$ cat src/rtl/srb_pkg.sv
// ----------------------------------------------------------------------------
// srb_pkg: shared types and constants of the stream byte reassembler
// Field widths and the command/status bundles between controller and datapath.
// ----------------------------------------------------------------------------
package srb_pkg;

  localparam int unsigned WIN_W  = 7;   // window register and held count width
  localparam int unsigned OFF_W  = 32;  // stream offset width
  localparam int unsigned BYTE_W = 8;   // data byte width

  localparam logic [WIN_W-1:0] WIN_RESET = 7'd64;

  // Commands from the controller to the datapath.
  typedef struct packed {
    logic capture;    // latch the accepted input word
    logic insert;     // store the byte, update the end marker, start the scan
    logic scan_step;  // the slot under the scan pointer is held: advance
    logic scan_done;  // run length known: settle counts and finished flag
    logic emit;       // load one result word into the output register
  } srb_cmd_t;

  // Status from the datapath to the controller.
  typedef struct packed {
    logic scan_more;  // scan pointer slot is held and the run is below depth
    logic rem_zero;   // no byte left to release
    logic rem_one;    // exactly one byte left to release
    logic out_free;   // output register can take a word this cycle
  } srb_sts_t;

endpackage

$ cat src/rtl/srb_ram.sv
// ----------------------------------------------------------------------------
// srb_ram: generic simple dual-port RAM
// One write port and one read port with registered read data (old data on a
// same-address collision).
// ----------------------------------------------------------------------------
module srb_ram #(
  parameter int unsigned WIDTH = 8,
  parameter int unsigned DEPTH = 64
) (
  input  logic                     clk_i,
  input  logic                     we_i,
  input  logic [$clog2(DEPTH)-1:0] waddr_i,
  input  logic [WIDTH-1:0]         wdata_i,
  input  logic [$clog2(DEPTH)-1:0] raddr_i,
  output logic [WIDTH-1:0]         rdata_o
);

  logic [WIDTH-1:0] mem_q [DEPTH];

  always_ff @(posedge clk_i) begin
    if (we_i) begin
      mem_q[waddr_i] <= wdata_i;
    end
    rdata_o <= mem_q[raddr_i];
  end

endmodule

$ cat src/rtl/srb_datapath.sv
// ----------------------------------------------------------------------------
// srb_datapath: storage and arithmetic of the stream byte reassembler
// Window register, input latch, valid map, byte RAM, offsets, run scan and
// the output register.
// ----------------------------------------------------------------------------
module srb_datapath
  import srb_pkg::*;
#(
  parameter int unsigned STORE_DEPTH = 64
) (
  input  logic              clk_i,
  input  logic              rst_ni,
  input  srb_cmd_t          cmd_i,
  output srb_sts_t          sts_o,
  input  logic              cfg_we_i,
  input  logic [WIN_W-1:0]  cfg_wdata_i,
  input  logic              has_byte_i,
  input  logic [OFF_W-1:0]  byte_index_i,
  input  logic [BYTE_W-1:0] byte_value_i,
  input  logic              segment_end_i,
  input  logic              out_ready_i,
  output logic              out_tvalid_o,
  output logic              out_valid_o,
  output logic [BYTE_W-1:0] out_byte_o,
  output logic [OFF_W-1:0]  out_offset_o,
  output logic              last_of_run_o,
  output logic [WIN_W-1:0]  pending_count_o,
  output logic              stream_finished_o
);

  localparam int unsigned IDX_W = $clog2(STORE_DEPTH);
  localparam int unsigned CNT_W = $clog2(STORE_DEPTH + 1);
  localparam logic [WIN_W-1:0] DepthWin = WIN_W'(STORE_DEPTH);
  localparam logic [IDX_W:0]   DepthSum = (IDX_W+1)'(STORE_DEPTH);
  localparam logic [IDX_W-1:0] LastSlot = IDX_W'(STORE_DEPTH - 1);
  localparam logic [CNT_W-1:0] DepthCnt = CNT_W'(STORE_DEPTH);

  function automatic logic [IDX_W-1:0] slot_inc(input logic [IDX_W-1:0] s);
    return (s == LastSlot) ? '0 : s + 1'b1;
  endfunction

  logic [WIN_W-1:0]       window_q;
  logic                   has_q, seg_q;
  logic [OFF_W-1:0]       idx_q;
  logic [BYTE_W-1:0]      val_q;
  logic [STORE_DEPTH-1:0] valid_q;
  logic [OFF_W-1:0]       next_q, end_q;
  logic                   end_known_q, fin_q;
  logic [WIN_W-1:0]       held_q;
  logic [IDX_W-1:0]       head_q, head_d, ptr_q;
  logic [CNT_W-1:0]       cnt_q, rem_q;

  logic                   out_vld_q, out_flag_q, out_last_q, out_fin_q;
  logic [BYTE_W-1:0]      out_byte_q;
  logic [OFF_W-1:0]       out_off_q;
  logic [WIN_W-1:0]       out_pend_q;

  logic [WIN_W-1:0]       eff_win;
  logic [OFF_W-1:0]       byte_dist;
  logic                   in_win, wr_en, slot_held, head_adv, reach_end;
  logic [IDX_W:0]         slot_sum;
  logic [IDX_W-1:0]       slot;
  logic [BYTE_W-1:0]      ram_rdata;

  always_comb begin
    if (window_q == '0) begin
      eff_win = WIN_W'(1);
    end else if (window_q > DepthWin) begin
      eff_win = DepthWin;
    end else begin
      eff_win = window_q;
    end
  end

  // Old bytes wrap to a huge distance, so one compare drops both old and far bytes.
  assign byte_dist = idx_q - next_q;
  assign in_win    = byte_dist < OFF_W'(eff_win);
  assign slot_sum  = {1'b0, head_q} + {1'b0, byte_dist[IDX_W-1:0]};
  assign slot      = (slot_sum >= DepthSum) ? IDX_W'(slot_sum - DepthSum)
                                            : slot_sum[IDX_W-1:0];
  assign wr_en     = cmd_i.insert && has_q && in_win;
  assign slot_held = valid_q[slot];
  assign head_adv  = cmd_i.emit && (rem_q != '0);
  assign head_d    = head_adv ? slot_inc(head_q) : head_q;
  assign reach_end = end_known_q && ((next_q + OFF_W'(cnt_q)) == end_q);

  assign sts_o.scan_more = valid_q[ptr_q] && (cnt_q != DepthCnt);
  assign sts_o.rem_zero  = (rem_q == '0);
  assign sts_o.rem_one   = (rem_q == CNT_W'(1));
  assign sts_o.out_free  = !out_vld_q || out_ready_i;

  // The read address follows the next head so the data of the current head
  // is already registered when a byte is released.
  srb_ram #(
    .WIDTH(BYTE_W),
    .DEPTH(STORE_DEPTH)
  ) u_store (
    .clk_i  (clk_i),
    .we_i   (wr_en),
    .waddr_i(slot),
    .wdata_i(val_q),
    .raddr_i(head_d),
    .rdata_o(ram_rdata)
  );

  always_ff @(posedge clk_i or negedge rst_ni) begin
    if (!rst_ni) begin
      window_q <= WIN_RESET;
    end else if (cfg_we_i) begin
      window_q <= cfg_wdata_i;
    end
  end

  always_ff @(posedge clk_i) begin
    if (cmd_i.capture) begin
      has_q <= has_byte_i;
      idx_q <= byte_index_i;
      val_q <= byte_value_i;
      seg_q <= segment_end_i;
    end
  end

  always_ff @(posedge clk_i or negedge rst_ni) begin
    if (!rst_ni) begin
      valid_q     <= '0;
      next_q      <= '0;
      end_q       <= '0;
      end_known_q <= 1'b0;
      held_q      <= '0;
      fin_q       <= 1'b0;
      head_q      <= '0;
      ptr_q       <= '0;
      cnt_q       <= '0;
      rem_q       <= '0;
    end else begin
      head_q <= head_d;
      if (cmd_i.insert) begin
        if (wr_en) begin
          valid_q[slot] <= 1'b1;
          if (!slot_held) begin
            held_q <= held_q + 1'b1;
          end
        end
        if (seg_q) begin
          end_q       <= idx_q + OFF_W'(has_q);
          end_known_q <= 1'b1;
        end
        ptr_q <= head_q;
        cnt_q <= '0;
      end
      if (cmd_i.scan_step) begin
        ptr_q <= slot_inc(ptr_q);
        cnt_q <= cnt_q + 1'b1;
      end
      if (cmd_i.scan_done) begin
        rem_q  <= cnt_q;
        held_q <= held_q - WIN_W'(cnt_q);
        if (reach_end) begin
          fin_q <= 1'b1;
        end
      end
      if (head_adv) begin
        valid_q[head_q] <= 1'b0;
        next_q          <= next_q + 1'b1;
        rem_q           <= rem_q - 1'b1;
      end
    end
  end

  always_ff @(posedge clk_i or negedge rst_ni) begin
    if (!rst_ni) begin
      out_vld_q <= 1'b0;
    end else if (cmd_i.emit) begin
      out_vld_q <= 1'b1;
    end else if (out_ready_i) begin
      out_vld_q <= 1'b0;
    end
  end

  always_ff @(posedge clk_i) begin
    if (cmd_i.emit) begin
      out_flag_q <= !sts_o.rem_zero;
      out_byte_q <= sts_o.rem_zero ? '0 : ram_rdata;
      out_off_q  <= next_q;
      out_last_q <= sts_o.rem_zero || sts_o.rem_one;
      out_pend_q <= held_q;
      out_fin_q  <= fin_q;
    end
  end

  assign out_tvalid_o      = out_vld_q;
  assign out_valid_o       = out_flag_q;
  assign out_byte_o        = out_byte_q;
  assign out_offset_o      = out_off_q;
  assign last_of_run_o     = out_last_q;
  assign pending_count_o   = out_pend_q;
  assign stream_finished_o = out_fin_q;

endmodule

$ cat src/rtl/srb_ctrl.sv
// ----------------------------------------------------------------------------
// srb_ctrl: sequencing state machine of the stream byte reassembler
// Steps each word through capture, insert, run scan and release.
// ----------------------------------------------------------------------------
module srb_ctrl
  import srb_pkg::*;
(
  input  logic     clk_i,
  input  logic     rst_ni,
  input  logic     in_valid_i,
  output logic     in_ready_o,
  input  srb_sts_t sts_i,
  output srb_cmd_t cmd_o
);

  localparam logic [1:0] StIdle   = 2'd0;
  localparam logic [1:0] StInsert = 2'd1;
  localparam logic [1:0] StScan   = 2'd2;
  localparam logic [1:0] StEmit   = 2'd3;

  logic [1:0] state_q, state_d;

  always_comb begin
    state_d    = state_q;
    cmd_o      = '0;
    in_ready_o = 1'b0;
    case (state_q)
      StIdle: begin
        in_ready_o = 1'b1;
        if (in_valid_i) begin
          cmd_o.capture = 1'b1;
          state_d       = StInsert;
        end
      end
      StInsert: begin
        cmd_o.insert = 1'b1;
        state_d      = StScan;
      end
      StScan: begin
        if (sts_i.scan_more) begin
          cmd_o.scan_step = 1'b1;
        end else begin
          cmd_o.scan_done = 1'b1;
          state_d         = StEmit;
        end
      end
      StEmit: begin
        if (sts_i.out_free) begin
          cmd_o.emit = 1'b1;
          if (sts_i.rem_zero || sts_i.rem_one) begin
            state_d = StIdle;
          end
        end
      end
      default: begin
        state_d = StIdle;
      end
    endcase
  end

  always_ff @(posedge clk_i or negedge rst_ni) begin
    if (!rst_ni) begin
      state_q <= StIdle;
    end else begin
      state_q <= state_d;
    end
  end

endmodule

$ cat src/rtl/stream_byte_reassembler.sv
// ----------------------------------------------------------------------------
// stream_byte_reassembler: out-of-order byte stream reassembly
// Holds bytes that arrive inside the receive window and releases the
// contiguous run from the next expected offset in stream order.
// ----------------------------------------------------------------------------
//
//  Channel   Direction  tdata (low bit up)                     tuser     tlast
//  s_axis    in         byte_index[31:0] byte_value[39:32]     has_byte  segment_end
//  m_axis    out        out_byte[7:0] out_offset[39:8]         out_valid last_of_run
//                       pending_count[46:40] stream_finished[47]
//  cfg       in         window_size[6:0], written when cfg_we_i is high
//
//  One word is handled at a time. Each word is captured, inserted and then
//  scanned, one slot of the valid map per cycle, to find the run length
//  before release; a word that releases no byte gives a single status
//  result. The output register takes one result per cycle while m_axis
//  does not stall. The next word is accepted while the last result still
//  waits in the output register; m_axis stalls hold the release.
//  Reset clears the valid map and all offsets at once; the byte RAM is not
//  cleared, since a slot is read only while its valid bit is set.
//
module stream_byte_reassembler
  import srb_pkg::*;
#(
  parameter int unsigned STORE_DEPTH = 64
) (
  input  logic        clk_i,
  input  logic        rst_ni,
  input  logic        cfg_we_i,
  input  logic [6:0]  cfg_wdata_i,    // window_size
  input  logic        s_axis_tvalid,
  output logic        s_axis_tready,
  input  logic [39:0] s_axis_tdata,   // byte_index[31:0], byte_value[39:32]
  input  logic        s_axis_tuser,   // has_byte
  input  logic        s_axis_tlast,   // segment_end
  output logic        m_axis_tvalid,
  input  logic        m_axis_tready,
  output logic [47:0] m_axis_tdata,   // out_byte[7:0], out_offset[39:8],
                                      // pending_count[46:40], stream_finished[47]
  output logic        m_axis_tuser,   // out_valid
  output logic        m_axis_tlast    // last_of_run
);

  srb_cmd_t          cmd;
  srb_sts_t          sts;
  logic [BYTE_W-1:0] out_byte;
  logic [OFF_W-1:0]  out_offset;
  logic [WIN_W-1:0]  pending_count;
  logic              stream_finished;

  // The controller only sequences; all state of the stream lives in the datapath.
  srb_ctrl u_ctrl (
    .clk_i     (clk_i),
    .rst_ni    (rst_ni),
    .in_valid_i(s_axis_tvalid),
    .in_ready_o(s_axis_tready),
    .sts_i     (sts),
    .cmd_o     (cmd)
  );

  srb_datapath #(
    .STORE_DEPTH(STORE_DEPTH)
  ) u_datapath (
    .clk_i            (clk_i),
    .rst_ni           (rst_ni),
    .cmd_i            (cmd),
    .sts_o            (sts),
    .cfg_we_i         (cfg_we_i),
    .cfg_wdata_i      (cfg_wdata_i),
    .has_byte_i       (s_axis_tuser),
    .byte_index_i     (s_axis_tdata[31:0]),
    .byte_value_i     (s_axis_tdata[39:32]),
    .segment_end_i    (s_axis_tlast),
    .out_ready_i      (m_axis_tready),
    .out_tvalid_o     (m_axis_tvalid),
    .out_valid_o      (m_axis_tuser),
    .out_byte_o       (out_byte),
    .out_offset_o     (out_offset),
    .last_of_run_o    (m_axis_tlast),
    .pending_count_o  (pending_count),
    .stream_finished_o(stream_finished)
  );

  assign m_axis_tdata = {stream_finished, pending_count, out_offset, out_byte};

`ifndef NO_ASSERTIONS
  // Only one word is in work at a time.
  a_one_word: assert property (@(posedge clk_i) disable iff (!rst_ni)
    s_axis_tvalid && s_axis_tready |=> !s_axis_tready)
    else $error("input accepted while a word is still in work");

  // A status-only result is always the single, final result of its word.
  a_status_last: assert property (@(posedge clk_i) disable iff (!rst_ni)
    m_axis_tvalid && !m_axis_tuser |-> m_axis_tlast)
    else $error("status result without last_of_run");

  // The held byte count never exceeds the store depth.
  a_pending_range: assert property (@(posedge clk_i) disable iff (!rst_ni)
    m_axis_tvalid |-> m_axis_tdata[46:40] <= WIN_W'(STORE_DEPTH))
    else $error("pending count beyond store depth");

  // Once finished, the flag stays set on every later result.
  a_finished_sticky: assert property (@(posedge clk_i) disable iff (!rst_ni)
    m_axis_tvalid && m_axis_tready && m_axis_tdata[47] && $past(1'b1)
    |=> !m_axis_tvalid || m_axis_tdata[47])
    else $error("stream_finished dropped after being set");
`endif

endmodule
$ cat config.mk
export PLATFORM = sky130hd
export DESIGN_NAME = stream_byte_reassembler
export DESIGN_NICKNAME = d
export VERILOG_FILES = /design/src/rtl/srb_pkg.sv /design/src/rtl/srb_ram.sv /design/src/rtl/srb_datapath.sv /design/src/rtl/srb_ctrl.sv /design/src/rtl/stream_byte_reassembler.sv
export SDC_FILE = /design/constraint.sdc
export NUM_CORES = 1
export LEC_CHECK = 0
export ABC_AREA = 0
export BUFFER_PORTS_ARGS = -buffer_cell sky130_fd_sc_hd__buf_4
export CAP_MARGIN = 5
export CORE_MARGIN = 3
export CORE_UTILIZATION = 40
export DETAILED_ROUTE_END_ITERATION = 16
export GPL_ROUTABILITY_DRIVEN = 0
export GPL_TIMING_DRIVEN = 0
export PLACE_DENSITY = 0.62
export SLEW_MARGIN = 10
export SYNTH_ARGS = -nofsm -noshare
export SYNTH_HDL_FRONTEND = slang
export SYNTH_SLANG_ARGS = --single-unit
$ cat constraint.sdc
create_clock -name clk_i -period 5.85 [get_ports clk_i]
set_input_delay 0.585 -clock clk_i [delete_from_list [all_inputs] [get_ports clk_i]]
set_output_delay 0.585 -clock clk_i [all_outputs]
set_load 0.05 [all_outputs]
==> flow_metrics.tcl, run 1 <==
set metrics [dict create \
    cp_slowest_cell "nor4_4" \
    dp_hpwl_mm 72.4 \
    status "finished clean" \
    startpoint_type "flop" \
    synth-main-ff-cell "edfxtp_1" \
    maxCapViolCount 0 \
    wire_per_inst_um 24.5 \
    die_h_um 309 \
    grt_overflow 0 \
    coreArea_um2 90400 \
    worst_path_most_repeated_cell "nor4_1" \
    fin_cells 4101 \
    synth_simple_gate_area_share_pct 10.1 \
    die_w_um 309 \
    synthArstFlopShare_pct 22.0 \
    numCtsBuffers 84 \
    irDropWorstVdd_mv 0.562 \
    yosysWarnings 0 \
    ys_top_cells_by_count "edfxtp_1, mux2i_1, nand2_1, dfrtp_1, nor2_1" \
    num_rows 110 \
    worstPathMaxFanout 10 \
    synth_top_family_by_area "multiplexers" \
    crit_type "flop to flop" \
    cts_root_buf "clkbuf_16" \
    grt_pass1_vias 23341 \
    path_cells "inv_1 -> fa_1 -> a21o_1 -> a221oi_4 -> xnor2_1 -> ha_1 -> nand3b_1 -> a221o_1 -> nor4_1 -> o2111ai_1 -> nor4_1 -> nand4_1 -> nor4_1 -> nand4_1 -> buf_4 -> buf_6 -> buf_6 -> nor4_4" \
    drc 0 \
    synth.distinct_cells 79 \
    drtIter0Drc 2488 \
    vias_per_cell 5.80 \
    clk-insertion-delay-late_ns 0.66 \
    fmax_ghz 0.177 \
    clk_pin_slew_ns 0.06 \
    firstDrtPassIters 6 \
    dieArea_um2 95300 \
    power.static_leakage_nw 16.1 \
    place_inst 3903 \
    critical_path_buf_inv_count 4 \
    critical_path_required_ns 6.13 \
    synth_seq_cells 785 \
    synth_area_leader_cell "edfxtp_1" \
    critPathCaptureType "flop" \
    fin_crit_ns 5.66 \
    syn_avg_cell_area_um2 14.2 \
    cpPeakStageDelay_ns 0.66 \
    grtUsageTotal_pct 20.6 \
    worst_ep_arrival_time_ns 5.94 \
    powerDensity_nw_per_um2 524 \
    synth_area_leaders "edfxtp_1, dfrtp_1, mux2i_1" \
    cp_top_family "simple AND/OR/NAND/NOR gates" \
    period_share_pct 96.7 \
    yosysMostFrequentCell "edfxtp_1" \
    finClkSkew_ns 0.0572 \
    ctsHtreeMaxLevel 3 \
    ant_nets 0 \
    netlist_area_um2 36600 \
    synthMuxAreaShare_pct 12.5 \
    cts_max_path_buffers 3 \
    syn_to_final_growth_pct 19.1 \
    synthCells 2581 \
    cts_sinks 785 \
    fin_util_pct 48.3 \
    layout-drive-gt1-share_pct 18.9 \
    synth_top_area_share_pct 49.5 \
    finalPower_mw 22.8 \
    antenna_found_initial 3 \
    nets 2978 \
    grt_first_pass_wirelength_mm 148 \
    grt_max_degree 100 \
    initial_core_util_pct 40.5 \
    finalHoldViolCount 0 \
    synth_xor_xnor_area_share_pct 3.45 \
    finalSetupViolCount 0 \
    io_pins 106 \
    synthAdderAreaFrac_pct 2.54 \
    synth_compound_area_share_pct 7.30 \
    cts_tree "done" \
    ys_seq_area_share_pct 61.8 \
    drt_wl_total_mm 101 \
    synth_edf_count 604 \
    synth_nets 2707 \
    io_buffers 104 \
    vias 23804 \
    hold_path.class "primary input to flop" \
    finalMaxSlewViolations 0 \
    relSlewSlack_pct 12.4 \
    tightest_slew_ns 1.31 \
]
cell usage in the layout, fill, tap and decap left out, drive strengths merged, types with 69 or more instances in the layout:
cell type	instances
clkbuf	189
dfrtp	172
buf	243
nor4	69
nor2	122
inv	79
a21oi	99
mux4	90
edfxtp	604
nand2	225
mux2i	239
xnor2	88
path summary, 6_finish.rpt:
| kind | from | to | slack (ns) | cells past startpoint |
|---|---|---|---|---|
| max in group asynchronous | rst_ni | u_datapath.valid_q[33] | 4.43 | 3 |
| setup reg to reg | u_datapath.next_q[1] | u_datapath.u_store.mem_q[55][5] | 0.19 | 18 |
| hold / removal | s_axis_tdata[17] | u_datapath.idx_q[17] | 0.1 | 1 |
| hold reg to reg | u_datapath.fin_q | u_datapath.stream_finished_o | 0.45 | 0 |
| min in group asynchronous | rst_ni | u_datapath.held_q[2] | 0.48 | 2 |
| setup / recovery | u_datapath.next_q[1] | u_datapath.u_store.mem_q[55][5] | 0.19 | 18 |
power breakdown:
group | internal (mW) | total (mW) | leakage [nW] | switching (mW)
clock | 3.28 | 5.54 | 1.43 | 2.26
sequential | 6.61 | 7.00 | 7.72 | 0.387
combinational | 3.44 | 10.3 | 6.92 | 6.87
total | 13.3 | 22.8 | 16.1 | 9.52
cell type report:
type	count	area (µm²)
Antenna cell	1	2.50
Buffer	131	591
Clock buffer	118	2410
Clock inverter	40	523
Fill cell	7604	46800
Inverter	77	289
Multi-Input combinational cell	1588	13600
Sequential cell	785	22600
Tap cell	1176	1470
Timing Repair Buffer	185	2160
worst reg2reg max path: cells and delay by family (launching register included):
| kind | cells | cell delay [ns] |
|---|---|---|
| DFF | 1 | 0.51 |
| xor gates and xnor gates | 1 | 0.11 |
| AOI/OAI and AO/OA | 4 | 1.06 |
| and+or+nand+nor | 7 | 2.12 |
| buffers and inverters | 4 | 0.78 |
| adders and majority gates | 2 | 0.70 |
what timing repair did:
item | 4_1_cts | 5_1_grt
setup endpoints to repair | 491 | 435
buffers inserted | 6 | 32
gates resized for setup | 9 | 22
endpoints found under the hold margin | 74 | 0
pin swaps | 10 | 41
cloned | 0 | 0
hold buffers | 1 | 0
registers in the layout (all words and copies together), names as in the netlist, 8 cells and up:
register,flops
u_datapath.end_q,32
u_datapath.valid_q,64
u_datapath.val_q,8
u_datapath.idx_q,32
u_datapath.u_store.mem_q,512
u_datapath.out_byte_o,8
u_datapath.out_offset_o,32
u_datapath.u_store.rdata_o,8
u_datapath.next_q,32
layer usage:
metal	share of wire, %	vias to the layer above	GRT usage (%)
li1	-	10460	-
met1	42	12090	28.8
met2	46	1043	32.9
met3	7.9	209	4.16
met4	3.1	2	5.95
met5	0.014	-	0
through the flow:
stage | area [µm²] | hold slack, ns | setup TNS, ns | worst slack [ns]
2_1_floorplan | 36600 | 0.289 | 0 | 0.333
3_3_place_gp | 38900 | 0.436 | -330.22 | -3.24
3_5_place_dp | 39800 | 0.436 | -87.78 | -0.517
4_1_cts | 42900 | 0.0659 | 0 | 0.0209
5_1_grt | 43600 | 0.0741 | -0.0609 | -0.0283
6_report | 43600 | 0.0980 | 0 | 0.190
kinds of logic (layout without fill, tap and decap cells):
| family | Yosys count | count (layout) |
|---|---|---|
| DFF | 785 | 785 |
| and+or+nand+nor | 650 | 650 |
| AOI/OAI and AO/OA | 381 | 381 |
| muxes | 343 | 343 |
| buffers and inverters | 208 | 551 |
| xor gates and xnor gates | 142 | 142 |
| adders and majority gates | 72 | 72 |
| other | 0 | 1 |
No activity file was read; power rests on OpenSTA's default activity.
==> inputs of run 2 (changes only) <==
CORE_UTILIZATION = 45   (was 40)
PLACE_DENSITY = 0.68   (was 0.62)
==> flow_metrics.tcl, run 2 (same netlist as run 1, synthesis figures left out) <==
set metrics [dict create \
    status "finished clean" \
    nets 2960 \
    grtUsageMet2_pct 36.3 \
    fillCellCount 6355 \
    startpoint_type "flop" \
    finClkSkew_ns 0.0492 \
    dp_hpwl_mm 69.3 \
    dieArea_um2 84900 \
    cp_slowest_cell "nor4_4" \
    crit_type "flop to flop" \
    fmax_ghz 0.180 \
    regMostFlops "u_datapath.u_store.mem_q" \
    grt_max_degree 91 \
    ctsHtreeMaxLevel 3 \
    die_h_um 291 \
    grt_first_pass_wirelength_mm 148 \
    place_inst 3783 \
    initial_core_util_pct 45.5 \
    period_share_pct 95.1 \
    vias_per_cell 6.02 \
    worst_ep_arrival_time_ns 5.83 \
    io_buffers 104 \
    path_cells "inv_1 -> fa_1 -> a21o_1 -> a221oi_4 -> o21ai_2 -> a31oi_1 -> o21ai_0 -> xor2_1 -> a2111oi_0 -> nand4_1 -> buf_2 -> buf_1 -> nor4_4" \
    wire_per_inst_um 24.6 \
    fin_crit_ns 5.56 \
    syn_to_final_growth_pct 17.3 \
    grtUsageTotal_pct 22.6 \
    tightest_slew_ns 1.30 \
    irDropWorstVdd_mv 0.438 \
    vias 23811 \
    antenna_found_initial 1 \
    coreArea_um2 80500 \
    grt_pass1_vias 23882 \
    cts_root_buf "clkbuf_16" \
    drt_wl_total_mm 97.3 \
    rsz0062_at_grt "no" \
    critPathCaptureType "flop" \
    finalMaxSlewViolations 0 \
    finalHoldViolCount 0 \
    hold_path.class "primary input to flop" \
    grt.met1_usage_pct 30.0 \
    numCtsBuffers 81 \
    worstPathMaxFanout 10 \
    fin_cells 3958 \
    diodes 0 \
    cts_sinks 785 \
    cpPeakStageDelay_ns 0.84 \
    power.static_leakage_nw 15.9 \
    grt.busiest_layer "met2" \
    maxCapViolCount 0 \
    layout-drive-gt1-share_pct 18.0 \
    firstDrtPassIters 7 \
    critical_path_buf_inv_count 3 \
    grt_overflow 0 \
    hold_ws_ns 0.105 \
    drc 0 \
    finalSetupViolCount 0 \
    io_pins 106 \
    clk-insertion-delay-late_ns 0.66 \
    final_cell_mix "edfxtp_1, mux2i_1, nand2_1, dfrtp_1, buf_4" \
    use_met3_pct 5.07 \
    powerDensity_nw_per_um2 524 \
    mostFrequentLayoutCell "edfxtp_1" \
    relSlewSlack_pct 13.1 \
    die_w_um 291 \
    cts_tree "done" \
    fin_util_pct 53.4 \
    largest_reg_flops 512 \
    ant_nets 0 \
    reg_top3 "u_datapath.u_store.mem_q x512, u_datapath.valid_q x64" \
    clk_pin_slew_ns 0.06 \
    num_rows 104 \
    cts_max_path_buffers 3 \
    critical_path_required_ns 6.11 \
    cp_top_family "compound AO/OA/AOI/OAI gates" \
    drtIter0Drc 2479 \
]
-- run 2: cell count changes in the layout (fill, tap and decap cells not counted), moves of 4 or more --
cell,delta
buf_12,-12
clkbuf_1,-11
clkbuf_8,-8
clkinv_2,-4
buf_8,-4
clkinv_1,+13
-- run 2: report_power, final --
group	leakage [nW]	internal [mW]	total, mW	switching [mW]
clock	1.34	3.02	5.26	2.24
combinational	6.79	3.40	10.3	6.85
sequential	7.72	6.61	7.00	0.381
-- run 2: final timing paths --
check / from / slack (ns) / cells past startpoint / endpoint
min in group asynchronous: rst_ni / 0.52 / 2 / u_datapath.next_q[19]
worst max register to register: u_datapath.next_q[1] / 0.29 / 13 / u_datapath.u_store.mem_q[22][1]
worst max-delay path: u_datapath.next_q[1] / 0.29 / 13 / u_datapath.u_store.mem_q[22][1]
worst min-delay path: s_axis_tlast / 0.10 / 1 / u_datapath.seg_q
max in group asynchronous: rst_ni / 4.35 / 3 / u_datapath.valid_q[47]
worst min register to register: u_datapath.next_q[9] / 0.46 / 0 / u_datapath.out_offset_o[9]
-- run 2: final cells by class --
type | count | area (µm²) | share of cell area, %
clock inverters | 48 | 553 | 1.29
multi-input cells | 1588 | 13500 | 31.4
clock buffers | 99 | 2200 | 5.11
well taps | 1060 | 1330 | 3.09
flip-flops and latches | 785 | 22600 | 52.6
plain buffers | 130 | 583 | 1.36
repair buffers | 171 | 1900 | 4.42
inverters | 77 | 289 | 0.672
-- run 2: layer usage --
metal	part of all wire, %	vias to the layer above	routed length, µm
met5	0	-	0
met4	4.3	0	4180
met3	8.4	274	8220
met2	47	1153	45700
met1	40	11972	39100
li1	-	10412	-
-- run 2: timing repair --
item | in CTS | in global routing
resized for setup | 15 | 18
endpoints found under the setup margin | 444 | 64
pin swaps | 36 | 9
hold endpoints to repair | 82 | 0
buffers inserted | 21 | 7
hold buffers | 1 | 0
-- run 2: worst reg2reg max path: cells and delay by family, from the launching register on --
| family | cells | cell delay, ns |
|---|---|---|
| and+or+nand+nor | 2 | 1.34 |
| adders and majority gates | 1 | 0.48 |
| buffers and inverters | 3 | 1.08 |
| xor gates and xnor gates | 1 | 0.18 |
| AOI/OAI and AO/OA | 6 | 1.63 |
| DFF | 1 | 0.48 |
-- run 2: stage by stage --
stage / setup TNS (ns) / instance area [µm²] / power, mW / setup WS [ns]
after floorplan: 0 / 36600 / 13.8 / 0.333
after global placement: -271.55 / 38700 / 16.5 / -3.01
after detailed placement: -51.15 / 39600 / 17.0 / -0.474
after CTS: 0 / 42800 / 22.4 / 0.0314
after global routing: 0 / 43000 / 23.5 / 0.0298
final: 0 / 43000 / 22.5 / 0.286
